File: src/hw/rtl/lvd_pkg.sv
// Package for the line value dilate filter.
// Holds register indexes, reset values, default sizes and the sequencer state type.
// No dependencies.
`default_nettype none

package lvd_pkg;

   localparam int MAX_KERNEL_DEF  = 16;
   localparam int SAMPLE_BITS_DEF = 16;

   localparam int CSR_DATA_W  = 16;
   localparam int CSR_INDEX_W = 2;

   typedef enum logic [CSR_INDEX_W-1:0] {
      CSR_DILATE_VALUE      = 2'd0,
      CSR_KERNEL_SIZE       = 2'd1,
      CSR_KERNEL_MIDDLE     = 2'd2,
      CSR_HANDLE_BOUNDARIES = 2'd3
   } csr_index_type;

   localparam logic [15:0] DILATE_VALUE_RST      = 16'd0;
   localparam logic [4:0]  KERNEL_SIZE_RST       = 5'd3;
   localparam logic [3:0]  KERNEL_MIDDLE_RST     = 4'd1;
   localparam logic        HANDLE_BOUNDARIES_RST = 1'b1;

   typedef enum logic {
      ST_IDLE,
      ST_RUN
   } seq_state_type;

endpackage

`default_nettype wire

File: src/hw/rtl/line_value_dilate_filter_top.sv
// Top level of the line value dilate filter: register port, row of window cells,
// sequencer. Depends on lvd_pkg, lvd_cell and lvd_seq.
//
//   channel | direction | handshake            | payload
//   req     | in        | req_valid/req_stall  | req_sample, req_line_end
//   rsp     | out       | rsp_valid/rsp_stall  | rsp_out_sample, rsp_out_line_end
//   csr     | in        | csr_write            | csr_index, csr_wdata
//
// An item that gives one result is accepted and shifted into the cell row, then
// the sequencer loads the result register in ST_RUN once the output is not stalled.
// A line end in boundary mode adds one result per flushed position, since the
// sequencer walks the cell row one position per cycle while the output is not stalled.
// Reset clears control state only; cell contents are never read before written.
// rsp_stall holds the result register and the walk; req_stall is high while walking.
`default_nettype none

module line_value_dilate_filter_top #(
   parameter int MAX_KERNEL  = lvd_pkg::MAX_KERNEL_DEF,
   parameter int SAMPLE_BITS = lvd_pkg::SAMPLE_BITS_DEF
) (
   input  wire logic                          clock,
   input  wire logic                          reset,
   input  wire logic                          req_valid,
   output logic                               req_stall,
   input  wire logic [SAMPLE_BITS-1:0]        req_sample,
   input  wire logic                          req_line_end,
   output logic                               rsp_valid,
   input  wire logic                          rsp_stall,
   output logic      [SAMPLE_BITS-1:0]        rsp_out_sample,
   output logic                               rsp_out_line_end,
   input  wire logic                          csr_write,
   input  wire logic [lvd_pkg::CSR_INDEX_W-1:0] csr_index,
   input  wire logic [lvd_pkg::CSR_DATA_W-1:0]  csr_wdata
);

   import lvd_pkg::*;

   localparam int IDX_W = (MAX_KERNEL > 1) ? $clog2(MAX_KERNEL) : 1;
   localparam int CNT_W = $clog2(MAX_KERNEL + 1);

   logic [15:0] dilate_value_ff, dilate_value_in;
   logic [4:0]  kernel_size_ff, kernel_size_in;
   logic [3:0]  kernel_middle_ff, kernel_middle_in;
   logic        handle_boundaries_ff, handle_boundaries_in;

   logic [SAMPLE_BITS-1:0] match_val;
   logic [SAMPLE_BITS-1:0] taps [MAX_KERNEL];
   logic [MAX_KERNEL-1:0]  hits;
   logic [SAMPLE_BITS-1:0] center;
   logic                   hit_any;
   logic                   shift_en;
   logic [IDX_W-1:0]       pos;
   logic [IDX_W-1:0]       lo;
   logic [IDX_W-1:0]       hi;

   always_comb begin
      dilate_value_in      = dilate_value_ff;
      kernel_size_in       = kernel_size_ff;
      kernel_middle_in     = kernel_middle_ff;
      handle_boundaries_in = handle_boundaries_ff;
      if (csr_write) begin
         unique case (csr_index_type'(csr_index))
            CSR_DILATE_VALUE:      dilate_value_in      = csr_wdata[15:0];
            CSR_KERNEL_SIZE:       kernel_size_in       = csr_wdata[4:0];
            CSR_KERNEL_MIDDLE:     kernel_middle_in     = csr_wdata[3:0];
            CSR_HANDLE_BOUNDARIES: handle_boundaries_in = csr_wdata[0];
            default: ;
         endcase
      end
   end

   always_ff @(posedge clock) begin
      if (reset) begin
         dilate_value_ff      <= DILATE_VALUE_RST;
         kernel_size_ff       <= KERNEL_SIZE_RST;
         kernel_middle_ff     <= KERNEL_MIDDLE_RST;
         handle_boundaries_ff <= HANDLE_BOUNDARIES_RST;
      end else begin
         dilate_value_ff      <= dilate_value_in;
         kernel_size_ff       <= kernel_size_in;
         kernel_middle_ff     <= kernel_middle_in;
         handle_boundaries_ff <= handle_boundaries_in;
      end
   end

   assign match_val = SAMPLE_BITS'(dilate_value_ff);

   for (genvar i = 0; i < MAX_KERNEL; i++) begin : g_cell
      logic [SAMPLE_BITS-1:0] cell_din;
      if (i == 0) begin : g_head
         assign cell_din = req_sample;
      end else begin : g_body
         assign cell_din = taps[i-1];
      end
      lvd_cell #(
         .SAMPLE_BITS (SAMPLE_BITS),
         .IDX_W       (IDX_W),
         .POS         (i)
      ) u_cell (
         .clock     (clock),
         .shift_en  (shift_en),
         .din       (cell_din),
         .match_val (match_val),
         .lo        (lo),
         .hi        (hi),
         .dout      (taps[i]),
         .hit       (hits[i])
      );
   end

   assign hit_any = |hits;
   assign center  = taps[pos];

   lvd_seq #(
      .MAX_KERNEL  (MAX_KERNEL),
      .SAMPLE_BITS (SAMPLE_BITS),
      .IDX_W       (IDX_W),
      .CNT_W       (CNT_W)
   ) u_seq (
      .clock             (clock),
      .reset             (reset),
      .req_valid         (req_valid),
      .req_line_end      (req_line_end),
      .req_stall         (req_stall),
      .rsp_valid         (rsp_valid),
      .rsp_stall         (rsp_stall),
      .rsp_out_sample    (rsp_out_sample),
      .rsp_out_line_end  (rsp_out_line_end),
      .kernel_size       (kernel_size_ff),
      .kernel_middle     (kernel_middle_ff),
      .handle_boundaries (handle_boundaries_ff),
      .match_val         (match_val),
      .center            (center),
      .hit_any           (hit_any),
      .shift_en          (shift_en),
      .pos               (pos),
      .lo                (lo),
      .hi                (hi)
   );

endmodule

`default_nettype wire

File: src/hw/rtl/lvd_cell.sv
// One window cell: holds one sample, shifts it on to the next cell, flags a match
// against the dilate value when its position lies inside the current window range.
// Depends on nothing but its parameters.
`default_nettype none

module lvd_cell #(
   parameter int SAMPLE_BITS = 16,
   parameter int IDX_W       = 4,
   parameter int POS         = 0
) (
   input  wire logic                   clock,
   input  wire logic                   shift_en,
   input  wire logic [SAMPLE_BITS-1:0] din,
   input  wire logic [SAMPLE_BITS-1:0] match_val,
   input  wire logic [IDX_W-1:0]       lo,
   input  wire logic [IDX_W-1:0]       hi,
   output logic      [SAMPLE_BITS-1:0] dout,
   output logic                        hit
);

   logic [SAMPLE_BITS-1:0] data_ff;
   logic [SAMPLE_BITS-1:0] data_in;

   localparam logic [IDX_W-1:0] MY_POS = IDX_W'(POS);

   always_comb begin
      data_in = shift_en ? din : data_ff;
   end

   always_ff @(posedge clock) begin
      data_ff <= data_in;
   end

   assign dout = data_ff;
   assign hit  = (data_ff == match_val) && (MY_POS >= lo) && (MY_POS <= hi);

endmodule

`default_nettype wire

File: src/hw/rtl/lvd_seq.sv
// Sequencer: input handshake, line position count, window geometry, the walk over
// the positions owed by each item and the result register.
// Depends on lvd_pkg.
`default_nettype none

module lvd_seq #(
   parameter int MAX_KERNEL  = 16,
   parameter int SAMPLE_BITS = 16,
   parameter int IDX_W       = 4,
   parameter int CNT_W       = 5
) (
   input  wire logic                   clock,
   input  wire logic                   reset,
   input  wire logic                   req_valid,
   input  wire logic                   req_line_end,
   output logic                        req_stall,
   output logic                        rsp_valid,
   input  wire logic                   rsp_stall,
   output logic      [SAMPLE_BITS-1:0] rsp_out_sample,
   output logic                        rsp_out_line_end,
   input  wire logic [4:0]             kernel_size,
   input  wire logic [3:0]             kernel_middle,
   input  wire logic                   handle_boundaries,
   input  wire logic [SAMPLE_BITS-1:0] match_val,
   input  wire logic [SAMPLE_BITS-1:0] center,
   input  wire logic                   hit_any,
   output logic                        shift_en,
   output logic      [IDX_W-1:0]       pos,
   output logic      [IDX_W-1:0]       lo,
   output logic      [IDX_W-1:0]       hi
);

   import lvd_pkg::*;

   localparam int KW = (CNT_W > 5) ? CNT_W : 5;
   localparam int MW = (CNT_W > 4) ? CNT_W : 4;
   localparam int HW = IDX_W + 1;

   seq_state_type state_ff, state_in;
   logic [CNT_W-1:0]       seen_ff, seen_in;
   logic [CNT_W-1:0]       count_ff, count_in;
   logic [IDX_W-1:0]       pos_ff, pos_in;
   logic                   flush_ff, flush_in;
   logic                   last_ff, last_in;
   logic                   rsp_valid_ff, rsp_valid_in;
   logic [SAMPLE_BITS-1:0] rsp_sample_ff, rsp_sample_in;
   logic                   rsp_line_end_ff, rsp_line_end_in;

   logic [KW-1:0]    ks_w;
   logic [CNT_W-1:0] size;
   logic [CNT_W-1:0] size_m1;
   logic [MW-1:0]    km_w;
   logic [MW-1:0]    sm1_w;
   logic [IDX_W-1:0] prior;
   logic [IDX_W-1:0] after;
   logic [CNT_W-1:0] count_new;
   logic [HW-1:0]    hi_sum;
   logic [HW-1:0]    count_m1;
   logic             accept;
   logic             load;
   logic             final_pos;

   // window geometry from the registers
   always_comb begin
      ks_w = KW'(kernel_size);
      if (ks_w == '0) begin
         size = CNT_W'(1);
      end else if (ks_w > KW'(MAX_KERNEL)) begin
         size = CNT_W'(MAX_KERNEL);
      end else begin
         size = CNT_W'(ks_w);
      end
      size_m1 = size - CNT_W'(1);
      km_w    = MW'(kernel_middle);
      sm1_w   = MW'(size_m1);
      prior   = IDX_W'((km_w > sm1_w) ? sm1_w : km_w);
      after   = IDX_W'(size_m1) - prior;
   end

   // range of cells searched for the position being emitted
   always_comb begin
      lo       = (pos_ff >= after) ? (pos_ff - after) : '0;
      hi_sum   = HW'(pos_ff) + HW'(prior);
      count_m1 = HW'(count_ff - CNT_W'(1));
      hi       = IDX_W'((hi_sum > count_m1) ? count_m1 : hi_sum);
   end

   assign accept    = req_valid && (state_ff == ST_IDLE);
   assign load      = (state_ff == ST_RUN) && (!rsp_valid_ff || !rsp_stall);
   assign final_pos = !flush_ff || (pos_ff == '0);
   assign count_new = (seen_ff == CNT_W'(MAX_KERNEL)) ? seen_ff : seen_ff + CNT_W'(1);

   always_comb begin
      state_in        = state_ff;
      seen_in         = seen_ff;
      count_in        = count_ff;
      pos_in          = pos_ff;
      flush_in        = flush_ff;
      last_in         = last_ff;
      rsp_valid_in    = rsp_valid_ff;
      rsp_sample_in   = rsp_sample_ff;
      rsp_line_end_in = rsp_line_end_ff;

      if (rsp_valid_ff && !rsp_stall) begin
         rsp_valid_in = 1'b0;
      end

      unique case (state_ff)
         ST_IDLE: begin
            if (accept) begin
               seen_in  = req_line_end ? '0 : count_new;
               count_in = count_new;
               last_in  = req_line_end;
               pos_in   = after;
               flush_in = 1'b0;
               if (handle_boundaries) begin
                  if (req_line_end) begin
                     flush_in = 1'b1;
                     state_in = ST_RUN;
                     if (CNT_W'(after) >= count_new) begin
                        pos_in = IDX_W'(count_new - CNT_W'(1));
                     end
                  end else if (CNT_W'(after) < count_new) begin
                     state_in = ST_RUN;
                  end
               end else if (count_new >= size) begin
                  state_in = ST_RUN;
               end
            end
         end
         ST_RUN: begin
            if (load) begin
               rsp_valid_in    = 1'b1;
               rsp_sample_in   = hit_any ? match_val : center;
               rsp_line_end_in = last_ff && final_pos;
               if (final_pos) begin
                  state_in = ST_IDLE;
               end else begin
                  pos_in = pos_ff - IDX_W'(1);
               end
            end
         end
         default: state_in = ST_IDLE;
      endcase
   end

   always_ff @(posedge clock) begin
      if (reset) begin
         state_ff     <= ST_IDLE;
         seen_ff      <= '0;
         rsp_valid_ff <= 1'b0;
      end else begin
         state_ff     <= state_in;
         seen_ff      <= seen_in;
         rsp_valid_ff <= rsp_valid_in;
      end
   end

   always_ff @(posedge clock) begin
      count_ff        <= count_in;
      pos_ff          <= pos_in;
      flush_ff        <= flush_in;
      last_ff         <= last_in;
      rsp_sample_ff   <= rsp_sample_in;
      rsp_line_end_ff <= rsp_line_end_in;
   end

   assign req_stall        = (state_ff != ST_IDLE);
   assign shift_en         = accept;
   assign pos              = pos_ff;
   assign rsp_valid        = rsp_valid_ff;
   assign rsp_out_sample   = rsp_sample_ff;
   assign rsp_out_line_end = rsp_line_end_ff;

   a_seen_bound: assert property (@(posedge clock) disable iff (reset)
      seen_ff <= CNT_W'(MAX_KERNEL))
      else $error("line position count above kernel depth");

   a_pos_valid: assert property (@(posedge clock) disable iff (reset)
      (state_ff == ST_RUN) |-> (CNT_W'(pos_ff) < count_ff))
      else $error("emitting a position outside the written window");

   a_line_clear: assert property (@(posedge clock) disable iff (reset)
      (accept && req_line_end) |=> (seen_ff == '0))
      else $error("line position count not cleared at line end");

   a_end_idle: assert property (@(posedge clock) disable iff (reset)
      (load && rsp_line_end_in) |=> (state_ff == ST_IDLE))
      else $error("sequencer still running after line end result");

endmodule

`default_nettype wire

File: config.mk
export PLATFORM = sky130hd
export DESIGN_NAME = line_value_dilate_filter_top
export DESIGN_NICKNAME = d
export VERILOG_FILES = /design/src/hw/rtl/lvd_pkg.sv /design/src/hw/rtl/line_value_dilate_filter_top.sv /design/src/hw/rtl/lvd_cell.sv /design/src/hw/rtl/lvd_seq.sv
export SDC_FILE = /design/constraint.sdc
export NUM_CORES = 1
export LEC_CHECK = 0
export ABC_AREA = 1
export ABC_CLOCK_PERIOD_IN_PS = 10500
export BUFFER_PORTS_ARGS = -buffer_cell sky130_fd_sc_hd__buf_2
export CAP_MARGIN = 25
export CELL_PAD_IN_SITES_DETAIL_PLACEMENT = 1
export CELL_PAD_IN_SITES_GLOBAL_PLACEMENT = 1
export CORE_MARGIN = 2
export CORE_UTILIZATION = 50
export DETAILED_ROUTE_END_ITERATION = 12
export GPL_ROUTABILITY_DRIVEN = 0
export HOLD_SLACK_MARGIN = 0.05
export PLACE_DENSITY_LB_ADDON = 0.1
export SYNTH_ARGS = -nofsm -noshare
export SYNTH_HDL_FRONTEND = slang
export SYNTH_SLANG_ARGS = --single-unit
File: constraint.sdc
create_clock -name clock -period 10.5 [get_ports clock]
set_input_delay 0.525 -clock clock [delete_from_list [all_inputs] [get_ports clock]]
set_output_delay 0.525 -clock clock [all_outputs]
set_load 0.05 [all_outputs]
# [Yosys cells after proc, flatten, opt, wreduce, memory -nomap -nowiden]
# Cells that the tools add are included.
[word_totals] ff_bits=317 in_bits=40 out_inout_bits=19 elab_cells=184
[op_classes] n_addsub=8 n_lt_le_gt_ge=40 eq_ne=23 mux=30 n_bitwise=2 reduce_logical=52
[op_table] operator="16-bit equality test" count=16
[op_table] operator="16-bit binary-select mux with 4-bit select" count=1
[op_table] operator="16-bit 2-to-1 mux" count=3
[op_table] operator="1-bit logical AND" count=36
[op_table] operator="4-bit 2-to-1 mux" count=9
[op_table] operator="4-bit >= comparator (first input constant)" count=8
[op_table] operator="4-bit <= comparator (first input constant)" count=8
[op_table] operator="5-bit 2-to-1 mux" count=4
[op_table] operator="3-bit by 4-bit >= comparator with 1-bit output (first input constant)" count=4
[op_table] operator="3-bit by 4-bit <= comparator with 1-bit output (first input constant)" count=4
[op_table] operator="16-bit OR reduction" count=1
[op_table] operator="2-bit AND reduction" count=6
[op_table] operator="1-bit 2-to-1 mux" count=11
[op_table] operator="5-bit by 1-bit subtractor with 5-bit output (second input constant)" count=2
[op_table] operator="1-bit by 4-bit >= comparator with 1-bit output (first input constant)" count=2
[op_table] operator="2-bit by 4-bit >= comparator with 1-bit output (first input constant)" count=2
[op_table] operator="1-bit by 4-bit <= comparator with 1-bit output (first input constant)" count=2
[op_table] operator="2-bit by 4-bit <= comparator with 1-bit output (first input constant)" count=2
[op_table] operator="4-bit one-hot mux with 2 select lines" count=1
[op_table] operator="4-bit by 1-bit subtractor with 4-bit output (second input constant)" count=2
[op_table] operator="4-bit subtractor" count=2
[op_table] operator="2-bit != test (second input constant)" count=3
[op_table] operator="4-bit by 4-bit adder with 5-bit output" count=1
[op_table] operator="5-bit by 1-bit adder with 5-bit output (second input constant)" count=1
[op_table] operator="other kinds (20)" count=24

# [Logic depth before layout (Yosys ltp)]
[depth] depth_word=14 ltp_mapped=40 depth_no_buf=39

# [Hierarchy]
# A second synthesis with hierarchy kept.
[hier_totals] hier_cells=2683 area_unflattened_um2=19817.8
[modules_own_cells] module="line_value_dilate_filter_top" n_inst=1 cells_each=901 area_per_inst_um2=4252.8 seq_area_each_um2=520.5
[modules_own_cells] module="lvd_seq" n_inst=1 cells_each=317 area_per_inst_um2=2782.7 seq_area_each_um2=980.9
[modules_own_cells] module="lvd_cell at g_cell[10].u_cell ..." n_inst=2 cells_each=92 area_per_inst_um2=807.0 seq_area_each_um2=480.5
[modules_own_cells] module="lvd_cell at g_cell[9].u_cell" n_inst=1 cells_each=102 area_per_inst_um2=833.3 seq_area_each_um2=480.5
[modules_own_cells] module="lvd_cell at g_cell[6].u_cell" n_inst=1 cells_each=99 area_per_inst_um2=823.3 seq_area_each_um2=480.5
[modules_own_cells] module="lvd_cell at g_cell[14].u_cell" n_inst=1 cells_each=97 area_per_inst_um2=817.0 seq_area_each_um2=480.5
[modules_own_cells] module="lvd_cell at g_cell[4].u_cell" n_inst=1 cells_each=98 area_per_inst_um2=817.0 seq_area_each_um2=480.5
[modules_own_cells] module="lvd_cell at g_cell[12].u_cell" n_inst=1 cells_each=97 area_per_inst_um2=813.3 seq_area_each_um2=480.5
[modules_own_cells] module="lvd_cell at g_cell[2].u_cell" n_inst=1 cells_each=90 area_per_inst_um2=795.8 seq_area_each_um2=480.5
[modules_own_cells] module="lvd_cell at g_cell[3].u_cell" n_inst=1 cells_each=91 area_per_inst_um2=793.3 seq_area_each_um2=480.5
[modules_own_cells] module="lvd_cell at g_cell[7].u_cell" n_inst=1 cells_each=89 area_per_inst_um2=787.0 seq_area_each_um2=480.5
[modules_own_cells] module="lvd_cell at g_cell[1].u_cell" n_inst=1 cells_each=86 area_per_inst_um2=785.8 seq_area_each_um2=480.5
[modules_own_cells] module="lvd_cell at g_cell[8].u_cell" n_inst=1 cells_each=89 area_per_inst_um2=784.5 seq_area_each_um2=480.5
[modules_own_cells] module="lvd_cell at g_cell[0].u_cell" n_inst=1 cells_each=86 area_per_inst_um2=783.3 seq_area_each_um2=480.5
[modules_own_cells] module="+3 rows"

# [Worst setup path after synthesis]
# OpenSTA, ideal clock, no wires.
[synth_path] path_kind="register to register" start="register u_seq.state_ff (netlist: u_seq.req_stall)" end="register u_seq.state_ff (netlist: u_seq.req_stall)" setup_time_ns=0.086 arrival_time_ns=7.032 required_ns=10.414 setup_slack_ns=3.382 stages_incl_launch_ff=6 path_buffers=0 period_less_slack_ns=7.118 cell_sequence="dfxtp_1 -> inv_1 -> nand2_1 -> inv_1 -> o221ai_1 -> a21oi_1"
[synth_between] elab_chain_cells=4 elab_cells_between_ends=6 cone_classes="mux: 3; bitwise: 1; reduce/logical: 2"
[synth_rtl] element="start, declared" line="lvd_seq.sv:39" source="seq_state_type state_ff, state_in;"
[synth_rtl] element="start signal, assigned" line="lvd_seq.sv:153" source="state_ff <= state_in;"
[synth_rtl] element="1-bit inverter" line="lvd_seq.sv:88" source="assign accept = req_valid && (state_ff == ST_IDLE);"
[synth_rtl] element="1-bit logical AND" line="lvd_seq.sv:88"
[synth_rtl] element="via g_cell[0].u_cell.shift_en" line="lvd_cell.sv:12" source="input wire logic shift_en,"
[synth_rtl] element="1-bit 2-to-1 mux" line="lvd_seq.sv:110" source="if (accept) begin"
[synth_rtl] element="1-bit one-hot mux with 2 select lines" line="lvd_seq.sv:108" source="unique case (state_ff)"
# The timed path passes the listed nets, and every way through them passes these cells.
# A chain may end at the register's enable or synchronous reset.

# [Final worst setup path]
[layout_path] start="register kernel_size_ff[2]" end="register u_seq.rsp_sample_ff[1] (netlist: u_seq.rsp_out_sample[1]), data pin"
[layout_between] elab_chain_cells=14 elab_cells_between_ends=80 cone_classes="add/sub: 4; order compare: 36; mux: 6; reduce/logical: 34"
[layout_rtl] element="start, declared" line="line_value_dilate_filter_top.sv:42" source="logic [4:0] kernel_size_ff, kernel_size_in;"
[layout_rtl] element="start signal, assigned" line="line_value_dilate_filter_top.sv:80" source="kernel_size_ff <= kernel_size_in;"
[layout_rtl] element="5-bit > comparator" line="lvd_seq.sv:68" source="end else if (ks_w > KW'(MAX_KERNEL)) begin"
[layout_rtl] element="5-bit 2-to-1 mux" line="lvd_seq.sv:68"
[layout_rtl] element="5-bit 2-to-1 mux *" line="lvd_seq.sv:66" source="if (ks_w == '0) begin"
[layout_rtl] element="5-bit by 1-bit subtractor with 5-bit output *" line="lvd_seq.sv:73" source="size_m1 = size - CNT_W'(1);"
[layout_rtl] element="4-bit by 5-bit > comparator with 1-bit output" line="lvd_seq.sv:76" source="prior = IDX_W'((km_w > sm1_w) ? sm1_w : km_w);"
[layout_rtl] element="4-bit 2-to-1 mux" line="lvd_seq.sv:76"
[layout_rtl] element="4-bit subtractor" line="lvd_seq.sv:77" source="after = IDX_W'(size_m1) - prior;"
[layout_rtl] element="4-bit subtractor or 4-bit >= comparator (tied branches)" line="lvd_seq.sv:82" source="lo = (pos_ff >= after) ? (pos_ff - after) : '0;"
[layout_rtl] element="4-bit 2-to-1 mux" line="lvd_seq.sv:82"
[layout_rtl] element="1-bit by 4-bit >= comparator with 1-bit output (tied with other cells)" line="lvd_cell.sv:35" source="assign hit = (data_ff == match_val) && (MY_POS >= lo) && (MY_POS <= hi);"
[layout_rtl] element="1-bit logical AND (2 in series)" line="lvd_cell.sv:35"
[layout_rtl] element="16-bit OR reduction *" line="line_value_dilate_filter_top.sv:111" source="assign hit_any = |hits;"
[layout_rtl] element="16-bit 2-to-1 mux *" line="lvd_seq.sv:134" source="rsp_sample_in = hit_any ? match_val : center;"
[layout_rtl] element="end signal, assigned" line="lvd_seq.sv:164" source="rsp_sample_ff <= rsp_sample_in;"
[layout_rtl] element="end, declared" line="lvd_seq.sv:46" source="logic [SAMPLE_BITS-1:0] rsp_sample_ff, rsp_sample_in;"
# Mark *: on every way between the ends. The rest lies on a longest branch, timed or not.

==> results.toml <==
[worst_hold_path]
whs_path_depth = 1
hp-start = "req_sample[14]"
hold_class = "primary input to register"
worstHoldEndpoint = "g_cell[0].u_cell.dout[14]$_DFFE_PP_"

[clock_tree]
cts_tree = "built"
cts_resized = 0
cts_max_level = 2
cts.sinks = 317
cts_setup_buffers = 0
clkLatencyLatePin_ps = 530
cts-root-buf = "clkbuf_16"
clockBufferDepth = 3
path_clk_slew_ps = 60
hold_buffers = 0
numCtsBuffers = 37

[timing]
finalSetupTns_ps = 0
slew_headroom = 0.264
setup_violations = 0
fin_skew_ps = 14.9
rsz0062_at_grt = "no"
finalCritPeriodShare = 0.582
fin_hold_ws_ps = 178
final_hold_viol_count = 0
period_minus_slack_ps = 6110
tightestPinTransition_ps = 1100
final_max_slew_viol_count = 0
fmax_mhz = 164

[global_route]
grt_usage = 0.312
grt_max_degree = 119
grt_overflow = 0
grt_pass1_wl_mm = 83.4
first_global_vias = 13738
antenna_found_initial = 0

[place]
postPlaceCellArea_sq_mm = 0.0178
portBuffers = 58
placed_cells = 2157
dp_hpwl_mm = 39.7

[setup_path]
cp-end-kind = "register"
rr_worst_depth = 38
r2r-end = "u_seq.rsp_out_sample[1]$_DFFE_PP_"
critPathArrivalTime_ps = 6390
required_ps = 10780
r2r_slack_ps = 4390
critPathMaxFanout = 17
worst_setup_path_start_kind = "register"
cp_slowest_stage_delay_ps = 400
cp_slowest_cell = "fa_1"
r2r-start = "kernel_size_ff[2]$_SDFFE_PP0P_"
path_common_cell = "nand2_1"
worstSetupPathType = "register to register"

[die]
die_area_sq_mm = 0.0356
row_count = 67
die_y_um = 189
core_sq_mm = 0.0336
die-width_um = 189
ioPinCount = 59
initial_core_util = 0.508

[yosys]
async_flop_share = 0
synth-seq-area-share = 0.538
synth_seq_cells = 317
synth_cells = 1710
ys_types = 54
syn_nets = 1785
synthesis.area_sq_mm = 0.0171
synthFlopType = "edfxtp_1"
syn_avg_cell_area_sq_um = 9.98
ys_warn_count = 0
synth_edf_count = 284

[final_layout]
nets = 1823
final_cell_mix = "nand2_1, edfxtp_1, xnor2_1"
final_area_sq_mm = 0.0190
drive_above_1_share = 0.112
diodes = 0
final_common_cell = "nand2_1"
fin_cells = 2225
area_growth_pct = 11.3

[power]
p_per_area_mw_per_mm2 = 245
power.total_w = 0.00466
power_leakage_nw = 7.05
vdd_drop_max_mv = 0.132

[route]
ant_nets = 0
vias = 13375
drcViolationCount = 0
dr.pass1.iters = 8
wire_per_inst_um = 25.0
drt_first_iter_violations = 1215
vias_per_cell = 6.01
drt-total-wl_mm = 55.6

[status]
status = "finished clean"

[run]
drv_cap = 0
==> area by class of cell <==
cell class                      count  area (sq um)
Clock buffer                       53          1090
Clock inverter                     15           121
Tap cell                          448           561
Timing Repair Buffer               89           531
Inverter                          134           510
Multi-Input combinational cell   1169          7000
Sequential cell                   317          9190
Fill cell                        3695         14600
==> metal layers <==
metal,track usage,part of all wire,up-vias
li1,-,-,6102
met1,0.412,0.42,6702
met2,0.528,0.48,455
met3,0.0350,0.053,116
met4,0.122,0.041,0
met5,0,0,-
==> worst max-delay path: cells and delay by family (launching register included) <==
kind,cells,cell delay (ps)
xor+xnor,2,470
fa+ha+maj,5,1430
simple gates,22,2520
buf+inv,4,230
compound gates,5,880
flops,1,330
==> Yosys cell counts (all sizes together), types with 2 or more instances <==
cell type	instances	area [sq um]
nor4b	2	17.5
o22ai	4	31.3
inv	131	492
a211oi	3	22.5
nor3	12	60.1
buf	38	195
nand3	69	385
clkbuf	52	195
a32o	7	70.1
a31oi	4	31.3
o2111ai	18	158
or4	2	15.0
edfxtp	284	8530
o31ai	2	15.0
o21ai	121	606
dfxtp	33	661
nand4	78	488
nand2	339	1320
xnor2	171	1520
o211ai	32	245
nor4	14	87.6
fa	3	60.1
ha	32	400
xor2	29	254
clkinv	3	11.3
nor2	95	393
o221ai	27	236
or2	20	125
a21oi	77	385
==> per-stage QoR <==
step | utilization | worst slack (ps)
after global routing | 0.565 | 3710
after floorplan | - | 3380
final | 0.565 | 4390
after global placement | 0.529 | 4840
after CTS | 0.565 | 4460
after detailed placement | 0.529 | 4510
==> where the power goes <==
| part | switching, W | total (W) | leakage (nW) | internal (W) |
|---|---|---|---|---|
| sequential | 0.000132 | 0.00173 | 3.01 | 0.00159 |
| combinational | 0.00115 | 0.00164 | 3.44 | 0.000492 |
| clock | 0.000526 | 0.00130 | 0.599 | 0.000770 |
| total | 0.00181 | 0.00466 | 7.05 | 0.00286 |
==> worst max-delay path by stage <==
stage / startpoint / end / slack, ps
6_report: kernel_size_ff[2]$_SDFFE_PP0P_ / u_seq.rsp_out_sample[1]$_DFFE_PP_ / 4390
5_1_grt: kernel_size_ff[2]$_SDFFE_PP0P_ / u_seq.rsp_out_sample[12]$_DFFE_PP_ / 3710
4_1_cts: kernel_size_ff[2]$_SDFFE_PP0P_ / u_seq.rsp_out_sample[1]$_DFFE_PP_ / 4460
3_5_place_dp: kernel_size_ff[2]$_SDFFE_PP0P_ / u_seq.rsp_out_sample[13]$_DFFE_PP_ / 4510
3_3_place_gp: kernel_size_ff[2]$_SDFFE_PP0P_ / u_seq.rsp_out_sample[12]$_DFFE_PP_ / 4840
2_1_floorplan: u_seq.req_stall$_SDFF_PP0_ / u_seq.req_stall$_SDFF_PP0_ / 3380
==> sequential cells by signal, indices dropped and copies added (netlist names), 4 cells and up <==
register and cells:
u_seq.count_ff 5, kernel_middle_ff 4, dilate_value_ff 16, u_seq.pos 4, u_seq.seen_ff 5, g_cell.u_cell.dout 256, kernel_size_ff 5, u_seq.rsp_out_sample 16
==> cells by family (layout without fill, tap and decap cells) <==
group / Yosys count / in the layout / share of synthesized area
AND/OR/NAND/NOR: 632 / 632 / 0.170
AO/OA/AOI/OAI: 302 / 302 / 0.109
flip-flops: 317 / 317 / 0.538
adder cells (fa/ha/maj): 35 / 35 / 0.0270
XOR/XNOR: 200 / 200 / 0.104
buffers and inverters: 224 / 291 / 0.0523
(Power assumes the default switching activity.)
